<file path="config.mk">
export PLATFORM = sky130hd
export DESIGN_NAME = pid_speed_loop_windowed_integral
export DESIGN_NICKNAME = d
export VERILOG_FILES = /design/src/rtl/pswi_pkg.sv /design/src/rtl/pswi_seq.sv /design/src/rtl/pswi_dp.sv /design/src/rtl/pid_speed_loop_windowed_integral.sv
export SDC_FILE = /design/constraint.sdc
export NUM_CORES = 2
export LEC_CHECK = 0
export ABC_AREA = 1
export BUFFER_PORTS_ARGS = -buffer_cell sky130_fd_sc_hd__buf_4
export CORE_AREA = 4 4 321 323
export DETAILED_ROUTE_END_ITERATION = 8
export DIE_AREA = 0 0 325 327
export HOLD_SLACK_MARGIN = 0.03
export PLACE_DENSITY = 0.76
export SETUP_SLACK_MARGIN = 0.2
export SKIP_CTS_REPAIR_TIMING = 1
export SYNTH_ARGS = -nofsm -noshare
export SYNTH_HDL_FRONTEND = slang
export SYNTH_SLANG_ARGS = --single-unit
</file>
<file path="constraint.sdc">
create_clock -name i_clk -period 13.1 [get_ports i_clk]
set_clock_uncertainty 0.2 [all_clocks]
set_input_delay 0.655 -clock i_clk [delete_from_list [all_inputs] [get_ports i_clk]]
set_output_delay 0.655 -clock i_clk [all_outputs]
set_load 0.01 [all_outputs]
</file>
<file path="src/rtl/pswi_pkg.sv">
// Shared types, control word layout and microprogram for the speed-loop PID.
// No dependencies; used by pswi_seq, pswi_dp and the top level.
`default_nettype none
package pswi_pkg;

    localparam int PC_W     = 4;
    localparam int GAIN_W   = 8;
    localparam int ERR_W    = 16;
    localparam int CFG_IDX_W = 2;
    localparam int DRIVE_W  = 9;
    localparam int SHR_I    = 9;

    localparam logic [GAIN_W-1:0]    GAIN_RESET = 8'd25;
    localparam logic [CFG_IDX_W-1:0] CFG_PROP   = 2'd0;
    localparam logic [CFG_IDX_W-1:0] CFG_INTEG  = 2'd1;
    localparam logic [CFG_IDX_W-1:0] CFG_DERIV  = 2'd2;

    localparam logic signed [31:0]        I_LIMIT   = 32'sh0080_0000;
    localparam logic signed [31:0]        CV_MAX    = 32'sd255;
    localparam logic signed [31:0]        CV_MIN    = -32'sd255;
    localparam logic signed [DRIVE_W-1:0] DRIVE_MAX = 9'sd255;
    localparam logic signed [DRIVE_W-1:0] DRIVE_MIN = -9'sd255;

    typedef enum logic [1:0] {MA_ERR, MA_DIFF, MA_WT, MA_T} t_mul_a;
    typedef enum logic [1:0] {MB_KP, MB_KI, MB_KD} t_mul_b;
    typedef enum logic [1:0] {DST_NONE, DST_ACC_LOAD, DST_ACC_ADD, DST_T_LOAD} t_dest;
    typedef enum logic [2:0] {CND_NEVER, CND_ALWAYS, CND_NO_ACCEPT, CND_T_BIG,
                              CND_OUT_BUSY} t_cond;

    typedef struct packed {
        logic              idle;
        t_mul_a            mul_a;
        t_mul_b            mul_b;
        t_dest             dest;
        logic              win_upd;
        logic              shr_t;
        logic              add_t;
        logic              finish;
        logic              last;
        t_cond             cond;
        logic [PC_W-1:0]   target;
    } t_cword;

    typedef struct packed {
        logic accept;
        logic t_big;
        logic out_busy;
    } t_stat;

    localparam logic [PC_W-1:0] PC_WAIT  = 4'd0;
    localparam logic [PC_W-1:0] PC_SHR_B = 4'd7;
    localparam logic [PC_W-1:0] PC_ADD_I = 4'd9;
    localparam logic [PC_W-1:0] PC_FIN   = 4'd10;

    function automatic t_cword cw(logic idle, t_mul_a ma, t_mul_b mb, t_dest dst,
                                  logic wu, logic st, logic at, logic fin,
                                  logic lst, t_cond c, logic [PC_W-1:0] tgt);
        t_cword w;
        w.idle = idle; w.mul_a = ma; w.mul_b = mb; w.dest = dst;
        w.win_upd = wu; w.shr_t = st; w.add_t = at; w.finish = fin;
        w.last = lst; w.cond = c; w.target = tgt;
        return w;
    endfunction

    // microprogram: P, D, window update, I with the 2^23 branch, sum, drive
    function automatic t_cword ucode(logic [PC_W-1:0] pc);
        t_cword w;
        case (pc)
            4'd0:  w = cw(1'b1, MA_ERR,  MB_KP, DST_NONE,     1'b0, 1'b0, 1'b0, 1'b0,
                          1'b0, CND_NO_ACCEPT, PC_WAIT);
            4'd1:  w = cw(1'b0, MA_ERR,  MB_KP, DST_ACC_LOAD, 1'b0, 1'b0, 1'b0, 1'b0,
                          1'b0, CND_NEVER, PC_WAIT);
            4'd2:  w = cw(1'b0, MA_DIFF, MB_KD, DST_ACC_ADD,  1'b1, 1'b0, 1'b0, 1'b0,
                          1'b0, CND_NEVER, PC_WAIT);
            4'd3:  w = cw(1'b0, MA_WT,   MB_KI, DST_T_LOAD,   1'b0, 1'b0, 1'b0, 1'b0,
                          1'b0, CND_NEVER, PC_WAIT);
            4'd4:  w = cw(1'b0, MA_T,    MB_KP, DST_NONE,     1'b0, 1'b0, 1'b0, 1'b0,
                          1'b0, CND_T_BIG, PC_SHR_B);
            4'd5:  w = cw(1'b0, MA_T,    MB_KP, DST_T_LOAD,   1'b0, 1'b0, 1'b0, 1'b0,
                          1'b0, CND_NEVER, PC_WAIT);
            4'd6:  w = cw(1'b0, MA_T,    MB_KP, DST_NONE,     1'b0, 1'b1, 1'b0, 1'b0,
                          1'b0, CND_ALWAYS, PC_ADD_I);
            4'd7:  w = cw(1'b0, MA_T,    MB_KP, DST_NONE,     1'b0, 1'b1, 1'b0, 1'b0,
                          1'b0, CND_NEVER, PC_WAIT);
            4'd8:  w = cw(1'b0, MA_T,    MB_KP, DST_T_LOAD,   1'b0, 1'b0, 1'b0, 1'b0,
                          1'b0, CND_NEVER, PC_WAIT);
            4'd9:  w = cw(1'b0, MA_T,    MB_KP, DST_NONE,     1'b0, 1'b0, 1'b1, 1'b0,
                          1'b0, CND_NEVER, PC_WAIT);
            4'd10: w = cw(1'b0, MA_T,    MB_KP, DST_NONE,     1'b0, 1'b0, 1'b0, 1'b1,
                          1'b1, CND_OUT_BUSY, PC_FIN);
            default: w = cw(1'b0, MA_T,  MB_KP, DST_NONE,     1'b0, 1'b0, 1'b0, 1'b0,
                          1'b0, CND_ALWAYS, PC_WAIT);
        endcase
        return w;
    endfunction

endpackage
`default_nettype wire

</file>
<file path="src/rtl/pswi_seq.sv">
// Microcode sequencer: step counter, program table fetch and conditional jumps.
// Depends on pswi_pkg.
`default_nettype none
module pswi_seq (
    input  wire logic            i_clk,
    input  wire logic            i_rst_n,
    input  wire pswi_pkg::t_stat i_stat,
    output pswi_pkg::t_cword     o_cw
);

    logic [pswi_pkg::PC_W-1:0] r_pc, n_pc;
    pswi_pkg::t_cword          w;
    logic                      take;

    always_ff @(posedge i_clk) begin
        if (!i_rst_n) begin
            r_pc <= pswi_pkg::PC_WAIT;
        end else begin
            r_pc <= n_pc;
        end
    end

    always_comb begin
        w = pswi_pkg::ucode(r_pc);
        case (w.cond)
            pswi_pkg::CND_NEVER:     take = 1'b0;
            pswi_pkg::CND_ALWAYS:    take = 1'b1;
            pswi_pkg::CND_NO_ACCEPT: take = !i_stat.accept;
            pswi_pkg::CND_T_BIG:     take = i_stat.t_big;
            pswi_pkg::CND_OUT_BUSY:  take = i_stat.out_busy;
            default:                 take = 1'b1;
        endcase
        if (take) begin
            n_pc = w.target;
        end else if (w.last) begin
            n_pc = pswi_pkg::PC_WAIT;
        end else begin
            n_pc = r_pc + 1'b1;
        end
        o_cw = w;
    end

endmodule
`default_nettype wire

</file>
<file path="src/rtl/pswi_dp.sv">
// Datapath: error history memory with clearing pass, shared multiplier,
// accumulators, clamp, drive stage and output register. Depends on pswi_pkg.
`default_nettype none
module pswi_dp #(
    parameter int HISTORY_DEPTH = 64
) (
    input  wire logic                        i_clk,
    input  wire logic                        i_rst_n,
    input  wire pswi_pkg::t_cword            i_cw,
    input  wire logic                        i_accept,
    input  wire logic signed [15:0]          i_target_speed,
    input  wire logic signed [15:0]          i_measured_speed,
    input  wire logic [pswi_pkg::GAIN_W-1:0] i_kp,
    input  wire logic [pswi_pkg::GAIN_W-1:0] i_ki,
    input  wire logic [pswi_pkg::GAIN_W-1:0] i_kd,
    input  wire logic                        i_out_stall,
    output pswi_pkg::t_stat                  o_stat,
    output logic                             o_clearing,
    output logic                             o_out_valid,
    output logic [7:0]                       o_duty,
    output logic                             o_direction,
    output logic signed [8:0]                o_drive_value
);

    localparam int AW  = (HISTORY_DEPTH > 1) ? $clog2(HISTORY_DEPTH) : 1;
    localparam int WTW = 17 + AW;
    localparam logic [AW-1:0] PTR_LAST = AW'(HISTORY_DEPTH - 1);

    logic [pswi_pkg::ERR_W-1:0] mem [HISTORY_DEPTH];
    logic [pswi_pkg::ERR_W-1:0] r_rd;
    logic                       mem_we;
    logic [pswi_pkg::ERR_W-1:0] mem_wd;

    logic                       r_clearing;
    logic [AW-1:0]              r_ptr;
    logic [WTW-1:0]             r_wt;
    logic [pswi_pkg::ERR_W-1:0] r_err, r_prev;
    logic [31:0]                r_acc, r_t;
    logic                       r_dir;
    logic [7:0]                 r_duty;
    logic                       r_out_valid;
    logic [7:0]                 r_o_duty;
    logic                       r_o_dir;
    logic signed [8:0]          r_o_drive;

    logic signed [31:0]         mul_a;
    logic signed [8:0]          mul_b;
    logic signed [40:0]         prod_full;
    logic [31:0]                prod;
    logic signed [31:0]         err_x, prev_x, total;
    logic signed [8:0]          cv;
    logic                       want;
    logic [8:0]                 cv_neg;
    logic                       out_busy;

    assign err_x  = 32'(signed'(r_err));
    assign prev_x = 32'(signed'(r_prev));

    always_comb begin
        case (i_cw.mul_a)
            pswi_pkg::MA_ERR:  mul_a = err_x;
            pswi_pkg::MA_DIFF: mul_a = err_x - prev_x;
            pswi_pkg::MA_WT:   mul_a = 32'(signed'(r_wt));
            pswi_pkg::MA_T:    mul_a = r_t;
            default:           mul_a = r_t;
        endcase
        case (i_cw.mul_b)
            pswi_pkg::MB_KP: mul_b = signed'({1'b0, i_kp});
            pswi_pkg::MB_KI: mul_b = signed'({1'b0, i_ki});
            pswi_pkg::MB_KD: mul_b = signed'({1'b0, i_kd});
            default:         mul_b = signed'({1'b0, i_kp});
        endcase
        prod_full = mul_a * mul_b;
        prod      = prod_full[31:0];
    end

    // control value and drive decision
    always_comb begin
        total = signed'(r_acc) >>> 1;
        if (total > pswi_pkg::CV_MAX) begin
            cv = pswi_pkg::DRIVE_MAX;
        end else if (total < pswi_pkg::CV_MIN) begin
            cv = pswi_pkg::DRIVE_MIN;
        end else begin
            cv = total[8:0];
        end
        want   = !cv[8] && (cv != 9'sd0);
        cv_neg = 9'(-cv);
    end

    assign out_busy = r_out_valid && i_out_stall;

    assign mem_we = r_clearing || i_cw.win_upd;
    assign mem_wd = r_clearing ? '0 : r_err;

    always_ff @(posedge i_clk) begin
        if (mem_we) begin
            mem[r_ptr] <= mem_wd;
        end
        r_rd <= mem[r_ptr];
    end

    always_ff @(posedge i_clk) begin
        if (!i_rst_n) begin
            r_clearing  <= 1'b1;
            r_ptr       <= '0;
            r_wt        <= '0;
            r_prev      <= '0;
            r_dir       <= 1'b0;
            r_duty      <= '0;
            r_out_valid <= 1'b0;
        end else begin
            if (r_clearing) begin
                r_ptr <= (r_ptr == PTR_LAST) ? '0 : r_ptr + 1'b1;
                if (r_ptr == PTR_LAST) begin
                    r_clearing <= 1'b0;
                end
            end else if (i_cw.win_upd) begin
                r_ptr  <= (r_ptr == PTR_LAST) ? '0 : r_ptr + 1'b1;
                r_wt   <= r_wt - WTW'(signed'(r_rd)) + WTW'(signed'(r_err));
                r_prev <= r_err;
            end
            if (i_cw.finish && !out_busy) begin
                r_out_valid <= 1'b1;
                if (want != r_dir) begin
                    if (r_duty != 8'd0) begin
                        r_duty <= '0;
                    end else begin
                        r_dir <= want;
                    end
                end else begin
                    r_duty <= cv[8] ? cv_neg[7:0] : cv[7:0];
                end
            end else if (!out_busy) begin
                r_out_valid <= 1'b0;
            end
        end
    end

    // payload registers
    always_ff @(posedge i_clk) begin
        if (i_accept) begin
            r_err <= 16'(i_target_speed - i_measured_speed);
        end
        case (i_cw.dest)
            pswi_pkg::DST_ACC_LOAD: r_acc <= prod;
            pswi_pkg::DST_ACC_ADD:  r_acc <= r_acc + prod;
            pswi_pkg::DST_T_LOAD:   r_t   <= prod;
            default: ;
        endcase
        if (i_cw.shr_t) begin
            r_t <= 32'(signed'(r_t) >>> pswi_pkg::SHR_I);
        end
        if (i_cw.add_t) begin
            r_acc <= r_acc + r_t;
        end
        if (i_cw.finish && !out_busy) begin
            r_o_drive <= cv;
            if (want != r_dir) begin
                r_o_duty <= '0;
                r_o_dir  <= (r_duty != 8'd0) ? r_dir : want;
            end else begin
                r_o_duty <= cv[8] ? cv_neg[7:0] : cv[7:0];
                r_o_dir  <= r_dir;
            end
        end
    end

    assign o_stat.accept   = i_accept;
    assign o_stat.t_big    = !(signed'(r_t) < pswi_pkg::I_LIMIT);
    assign o_stat.out_busy = out_busy;
    assign o_clearing      = r_clearing;
    assign o_out_valid     = r_out_valid;
    assign o_duty          = r_o_duty;
    assign o_direction     = r_o_dir;
    assign o_drive_value   = r_o_drive;

endmodule
`default_nettype wire

</file>
<file path="src/rtl/pid_speed_loop_windowed_integral.sv">
// Speed-loop PID with moving-window integral: each item runs through the
// microprogram steps on one shared 32x9 multiplier, and a new item is taken
// only after the last result is registered, which waits while the output is held.
// After reset the error history is cleared entry by entry, during which
// no item is taken; gains reset to 25. Depends on pswi_pkg, pswi_seq, pswi_dp.
`default_nettype none
module pid_speed_loop_windowed_integral #(
    parameter int HISTORY_DEPTH = 64
) (
    input  wire logic                           i_clk,
    input  wire logic                           i_rst_n,
    input  wire logic                           i_cfg_we,
    input  wire logic [pswi_pkg::CFG_IDX_W-1:0] i_cfg_index,
    input  wire logic [pswi_pkg::GAIN_W-1:0]    i_cfg_data,
    input  wire logic                           i_in_valid,
    output logic                                o_in_stall,
    input  wire logic signed [15:0]             i_target_speed,
    input  wire logic signed [15:0]             i_measured_speed,
    output logic                                o_out_valid,
    input  wire logic                           i_out_stall,
    output logic [7:0]                          o_duty,
    output logic                                o_direction,
    output logic signed [8:0]                   o_drive_value
);

    logic [pswi_pkg::GAIN_W-1:0] r_kp, r_ki, r_kd;
    pswi_pkg::t_cword            cw;
    pswi_pkg::t_stat             stat;
    logic                        clearing;
    logic                        accept;

    always_ff @(posedge i_clk) begin
        if (!i_rst_n) begin
            r_kp <= pswi_pkg::GAIN_RESET;
            r_ki <= pswi_pkg::GAIN_RESET;
            r_kd <= pswi_pkg::GAIN_RESET;
        end else if (i_cfg_we) begin
            case (i_cfg_index)
                pswi_pkg::CFG_PROP:  r_kp <= i_cfg_data;
                pswi_pkg::CFG_INTEG: r_ki <= i_cfg_data;
                pswi_pkg::CFG_DERIV: r_kd <= i_cfg_data;
                default: ;
            endcase
        end
    end

    assign o_in_stall = !(cw.idle && !clearing);
    assign accept     = i_in_valid && !o_in_stall;

    pswi_seq u_seq (
        .i_clk   (i_clk),
        .i_rst_n (i_rst_n),
        .i_stat  (stat),
        .o_cw    (cw)
    );

    pswi_dp #(
        .HISTORY_DEPTH (HISTORY_DEPTH)
    ) u_dp (
        .i_clk            (i_clk),
        .i_rst_n          (i_rst_n),
        .i_cw             (cw),
        .i_accept         (accept),
        .i_target_speed   (i_target_speed),
        .i_measured_speed (i_measured_speed),
        .i_kp             (r_kp),
        .i_ki             (r_ki),
        .i_kd             (r_kd),
        .i_out_stall      (i_out_stall),
        .o_stat           (stat),
        .o_clearing       (clearing),
        .o_out_valid      (o_out_valid),
        .o_duty           (o_duty),
        .o_direction      (o_direction),
        .o_drive_value    (o_drive_value)
    );

endmodule
`default_nettype wire
</file>
# --- Word level (Yosys, flattened, before mapping) ---
# Memories as Yosys holds them, arrays and structs flattened. A register that Yosys moved wholly into a read port is not among the register bits.
# Index checks and enable logic that the tools add are counted.
word_totals:
  ff_bits: 182
  ramBits: 1024
  romBits: 304
  in_bits: 47
  output_inout_bits: 20
  memories: 2
op_classes:
  add_sub_neg: 9
  n_mul: 1
  order_cmp: 3
  n_eq_ne: 17
  muxes: 27
  bitwise: 2
  n_reduce_logical: 26
mem_list:
  columns: ["name", "words", "width", "rd", "rd_ports_with_merged_regs", "write_ports", "line_no", "text"]
  rows:
  - ["u_dp.mem", 64, 16, 1, 1, 1, "pswi_dp.sv:29", "logic [pswi_pkg::ERR_W-1:0] mem [HISTORY_DEPTH];"]
  - ["(name not given)", 16, 19, 1, 1, 0, "pswi_pkg.sv:68", "case (pc)"]
ops:
  columns: ["cell", "n"]
  rows:
  - ["32-bit one-hot mux with 4 select lines", 1]
  - ["32-bit adder", 2]
  - ["32-bit one-hot mux with 2 select lines", 1]
  - ["31-bit 2-to-1 mux", 2]
  - ["32-bit by 25-bit < comparator with 1-bit output (second input constant)", 1]
  - ["32-bit by 9-bit multiplier with 32-bit output", 1]
  - ["32-bit 2-to-1 mux", 1]
  - ["31-bit by 9-bit greater-than comparator with 1-bit output (second input constant)", 1]
  - ["31-bit by 9-bit < comparator with 1-bit output (second input constant)", 1]
  - ["8-bit 2-to-1 mux", 3]
  - ["23-bit adder", 1]
  - ["23-bit subtractor", 1]
  - ["6-bit 2-to-1 mux", 3]
  - ["9-bit 2-to-1 mux", 2]
  - ["16-bit by 16-bit subtractor with 17-bit output", 1]
  - ["16-bit 2-to-1 mux", 1]
  - ["8-bit one-hot mux with 2 select lines", 1]
  - ["16-bit subtractor", 1]
  - ["2-bit == test (second input constant)", 6]
  - ["4-bit 2-to-1 mux", 3]
  - ["2-bit AND reduction", 6]
  - ["9-bit nonzero test", 1]
  - ["2-bit by 1-bit == test with 1-bit output (second input constant)", 4]
  - ["1-bit 2-to-1 mux", 8]
  - ["other kinds (18)", 32]

# --- Longest topological paths before layout ---
logic_depth:
  depth_word: 8
  depth_mapped: 50
  mapped_depth_nobuf: 50

# --- Modules after synthesis ---
# Synthesis repeated with hierarchy kept, for this count alone.
hier_totals:
  hier_cells: 5244
  area_unflattened_um2: 60221.5
by_module_without_submodules:
  columns: ["mod", "n_inst", "cells_each", "area_per_inst_um2", "seq_area_each_um2"]
  rows:
  - ["pswi_dp", 1, 4981, 58294.7, 35133.7]
  - ["pid_speed_loop_windowed_integral", 1, 143, 1006.0, 480.5]
  - ["pswi_seq", 1, 120, 920.9, 400.4]

# --- Worst setup path after synthesis ---
# Ideal clock, no wire load.
synth_path:
  path_type: "register to register"
  from: "register u_dp.r_err[0] (netlist bit)"
  to: "register u_dp.r_acc[31] (data pin)"
  setup_ns: 0.253
  arrival_ns: 7.405
  path_slack_ns: 5.242
  stages_incl_launch_ff: 49
  path_buffers: 0
  period_less_slack_ns: 7.858
  path_cell_list: "edfxtp_1 > inv_1 > ha_1 > fa_1 > inv_1 > nand2_1 > nand2_1 > nand2_1 > inv_1 > a31oi_1 > xor2_1 > o211ai_1 > o21ai_0 > inv_1 > nand2_1 > fa_1 > inv_1 > fa_1 > (+13 left out) > a21oi_1 > inv_1 > nand2_1 > nand2_1 > nand2_1 > and2_1 > inv_1 > ha_1 > a21oi_1 > o21bai_1 > a221oi_1 > o221ai_1 > nand2_1 > nand2_1 > nor2_1 > nand3_1 > nand3_1 > nand2_1"
synth_via:
  elab_chain_len: 6
synth_lines:
  columns: ["item", "line_no", "text"]
  rows:
  - ["start, declared", "pswi_dp.sv:37", "logic [pswi_pkg::ERR_W-1:0] r_err, r_prev;"]
  - ["start signal, assigned", "pswi_dp.sv:143", "r_err <= 16'(i_target_speed - i_measured_speed);"]
  - ["16-bit by 16-bit subtractor with 17-bit output", "pswi_dp.sv:62", "pswi_pkg::MA_DIFF: mul_a = err_x - prev_x;"]
  - ["32-bit one-hot mux with 4 select lines *", "pswi_dp.sv:60", "case (i_cw.mul_a)"]
  - ["32-bit by 9-bit multiplier with 32-bit output *", "pswi_dp.sv:73", "prod_full = mul_a * mul_b;"]
  - ["32-bit adder", "pswi_dp.sv:147", "pswi_pkg::DST_ACC_ADD: r_acc <= r_acc + prod;"]
  - ["32-bit one-hot mux with 2 select lines *", "pswi_dp.sv:145", "case (i_cw.dest)"]
  - ["32-bit 2-to-1 mux *", "pswi_dp.sv:154", "if (i_cw.add_t) begin"]
  - ["end signal, assigned", "pswi_dp.sv:146", "pswi_pkg::DST_ACC_LOAD: r_acc <= prod;"]
  - ["end signal, assigned", "pswi_dp.sv:147", null]
  - ["end signal, assigned", "pswi_dp.sv:155", "r_acc <= r_acc + r_t;"]
  - ["end, declared", "pswi_dp.sv:38", "logic [31:0] r_acc, r_t;"]
# Mark *: on every way between the ends. The rest lies on a longest branch, timed or not.
# A chain may end at the register's enable or synchronous reset.

# --- Final worst setup path ---
layout_path:
  from: "register u_seq.o_cw[17] (netlist name)"
  to: "register u_dp.r_acc[30] (data pin)"
layout_via:
  elab_chain_len: 6
  elab_cells_between_ends: 9
  cone_classes: "add/sub (1); mul (1); eq/ne (3); mux (3); reduce/logical (1)"
layout_lines:
  columns: ["item", "line_no"]
  rows:
  - ["2-bit == test, or another cell as far along", "pswi_dp.sv:60"]
  - ["32-bit one-hot mux with 4 select lines *", "pswi_dp.sv:60"]
  - ["32-bit by 9-bit multiplier with 32-bit output *", "pswi_dp.sv:73"]
  - ["32-bit adder", "pswi_dp.sv:147"]
  - ["32-bit one-hot mux with 2 select lines *", "pswi_dp.sv:145"]
  - ["32-bit 2-to-1 mux *", "pswi_dp.sv:154"]
# Marked as above.

==> flow_summary.ini <==
[cells_and_area]
antennaDiodeCount = 0
drive_gt1_share_pct = 9.09
multiInputGateArea_um2 = 20700
syn_to_final_growth_pct = 11.3
seqCellArea_um2 = 36000
n_fill_cell = 7155
nets = 5701
post-route-cell-area_um2 = 66300

[yosys]
ys_types = 58
syn-num-nets = 5571
ys_seq_area_share_pct = 60.4
synth_top_cell_by_area = edfxtp_1
syn_area_um2 = 59600
ys_seq_elements = 1238
yosysTopAreaCellShare_pct = 56.5
ys_top_cells_by_area = edfxtp_1, fa_1, nand2_1
async_reset_ff_share_pct = 0
synth-main-ff-cell = edfxtp_1
avgSynthCellArea_um2 = 11.6
ys.warnings.count = 0
synth-edff-count = 1122
syn_inst = 5155

[global_route]
grt_use_total_pct = 30.7
antenna_found_initial = 3
grt_pass1_vias = 40444
grt_max_degree = 129
grt_overflow = 0
grt_pass1_wl_mm = 248

[floorplanning]
ios = 67
start_util_pct = 59.7
rows = 116
die_w_um = 325
dieArea_um2 = 106000
die_y_um = 327
core_area_um2 = 99900

[power]
leakage_uw = 0.0248
clkPwrFrac_pct = 35.6
seqPwrFrac_pct = 43.7
irDropWorstVdd_v = 0.000134
internal_power_uw = 7090
power_density_nw_per_um2 = 150
switching_share_pct = 29.0
p_comb_share_pct = 20.6
p_total_uw = 9980
netSwitchingPower_uw = 2890

[worst_setup_path]
reg2reg_slack_ps = 3640
ff2ff_path_depth = 40
critPathRequiredTime_ps = 13370
slowest_stage = clkinv_1
crit_buf_inv = 6
start_kind = flop
timing.rr.start = u_seq.o_cw[17]$_SDFF_PP1_
critPathTopFamily = compound AO/OA/AOI/OAI gates
crit_fanout = 27
critical_path_class = reg -> reg
r2r-end = u_dp.r_acc[30]$_DFFE_PP_
slowest_delay_ps = 720
worstPathArrival_ps = 9730
end_kind = flop

[routing]
wirelength_mm = 165
via_per_inst = 6.25
detail-route-antenna-nets = 0
wl_per_cell_um = 24.7
drt_iter0_markers = 5498
num_vias = 41816
dr.pass1.iters = 6
drcViolationCount = 0

[clock_network]
cts_tree = done
cts_root_buf = clkbuf_16
clk_latency_ps = 730
cts-htree-levels = 3
path_clk_slew_ps = 60
cts.sinks = 1238
numCtsBuffers = 118
cts_buffer_depth = 3

[job]
maxCapViolations = 0

[place]
routabilityCongestion = 0.921
dpl-instance-area_um2 = 62200
hpwlAfterDp_mm = 107
port_buffers = 66

[timing]
min_period_over_period_pct = 72.2
finalSetupViolations = 0
slew_headroom_pct = 24.1
rsz0062_at_grt = no
fmax_ghz = 0.106
finalSetupTns_ps = 0
fin_hold_ws_ps = 41.0
hold_viol = 0
tightest_slew_ps = 1130
slew_viol_final = 0
fin_crit_ps = 9460

[hold_path]
hold_end = r_kd[6]$_SDFFE_PN0P_
holdPathStages = 3
hp-start = i_cfg_data[6]
min_path_type = in -> reg

[run_status]
outcome = complete, no violations
## cell families after synthesis
kind of cell               after synthesis  share of synthesized area, %
AOI/OAI and AO/OA                     1006                          11.3
xor gates and xnor gates                89                          1.31
buffers and inverters                  811                          5.19
muxes                                    1                        0.0189
adders and majority gates              369                          10.0
DFF                                   1238                          60.4
and+or+nand+nor                       1641                          11.7
## stage by stage
step	utilization, %	setup WS, ps	std cells
2_1_floorplan	-	5240	5155
3_3_place_gp	62.3	3770	6456
3_5_place_dp	62.3	3710	6456
4_1_cts	66.3	3700	6679
5_1_grt	66.4	2840	6686
6_report	66.4	3640	6686
## worst max path at each step
stage,end,depth (start not counted),from
2_1_floorplan,u_dp.r_acc[31]$_DFFE_PP_,48,u_dp.r_err[0]$_DFFE_PP_
3_3_place_gp,u_dp.r_acc[30]$_DFFE_PP_,40,u_seq.o_cw[17]$_SDFF_PP1_
3_5_place_dp,u_dp.r_acc[30]$_DFFE_PP_,40,u_seq.o_cw[17]$_SDFF_PP1_
4_1_cts,u_dp.r_acc[30]$_DFFE_PP_,40,u_seq.o_cw[17]$_SDFF_PP1_
5_1_grt,u_dp.r_acc[30]$_DFFE_PP_,40,u_seq.o_cw[17]$_SDFF_PP1_
6_report,u_dp.r_acc[30]$_DFFE_PP_,40,u_seq.o_cw[17]$_SDFF_PP1_
## cells in the final DEF (no fill, tap or decap), types with 61 or more instances in the layout
master	count
a221oi_1	126
nand3_1	113
a22oi_1	156
nand4_1	138
nor2_1	357
a22o_1	109
dfxtp_1	115
fa_1	182
buf_4	193
clkbuf_16	120
ha_1	187
a21oi_1	234
nand2_1	902
o21ai_0	211
edfxtp_1	1122
xor2_1	61
inv_1	600
## Yosys cell counts, types with 11 or more instances
library cell and instances:
edfxtp_1 1122, nand2_1 902, inv_1 600, nor2_1 382
a21oi_1 234, o21ai_0 213, ha_1 187, fa_1 182
a22oi_1 156, nand4_1 138, clkbuf_1 133, a221oi_1 126
dfxtp_1 116, nand3_1 113, a22o_1 109, xor2_1 61
nor3_1 35, a31oi_1 32, buf_2 31, xnor2_1 28
buf_1 27, o211ai_1 16, o21ai_1 16, or2_2 15
inv_2 14, nand2_2 13, nor4_1 13, o2111ai_1 13
o21bai_1 13, o221ai_1 13, a221o_1 11
## area by class of cell
cell class	instances	area share [%]
clock buffer	142	4.68
clock inverter	81	1.46
inverter	619	3.50
multi-input combinational	3106	31.2
sequential	1238	54.3
tap	1298	2.45
timing repair buffer	202	2.35
## power by group through the flow
stage / Combinational (µW) / Clock (µW) / Sequential (µW)
after CTS: 2050 / 3580 / 4360
after floorplan: 1430 / 0 / 4430
final: 2060 / 3550 / 4360
after global placement: 2010 / 0 / 4450
after global routing: 2300 / 3750 / 4360
after detailed placement: 2030 / 0 / 4450
## registers in the layout (all words and copies together) (netlist names)
register and flops:
u_dp.r_wt 23, u_dp.r_prev 16, u_seq.o_cw 16, u_dp.r_ptr 6, u_dp.r_duty 8, u_dp.o_clearing 1
r_kd 8, u_dp.r_acc 32, u_dp.r_t 32, u_dp.r_dir 1, u_dp.r_rd 16, u_dp.o_duty 8
u_dp.r_err 16, u_dp.mem 1024, u_seq.r_pc 4, u_dp.o_direction 1, u_dp.o_out_valid 1, r_ki 8
u_dp.o_drive_value 9, r_kp 8
## tightest hold or removal path, delay by kind of cell
kind	cells	cell delay, ps
AO/OA/AOI/OAI	1	50
buffers and inverters	1	130
AND/OR/NAND/NOR	1	60
## layer usage
| metal | wire (µm) | GRT usage (%) | vias up |
|---|---|---|---|
| li1 | - | - | 18634 |
| met1 | 61300 | 40.5 | 20370 |
| met2 | 79400 | 50.7 | 2393 |
| met3 | 16000 | 4.62 | 417 |
| met4 | 8410 | 14.4 | 2 |
| met5 | 16 | 0 | - |
Power figures use the tool's default switching activity.
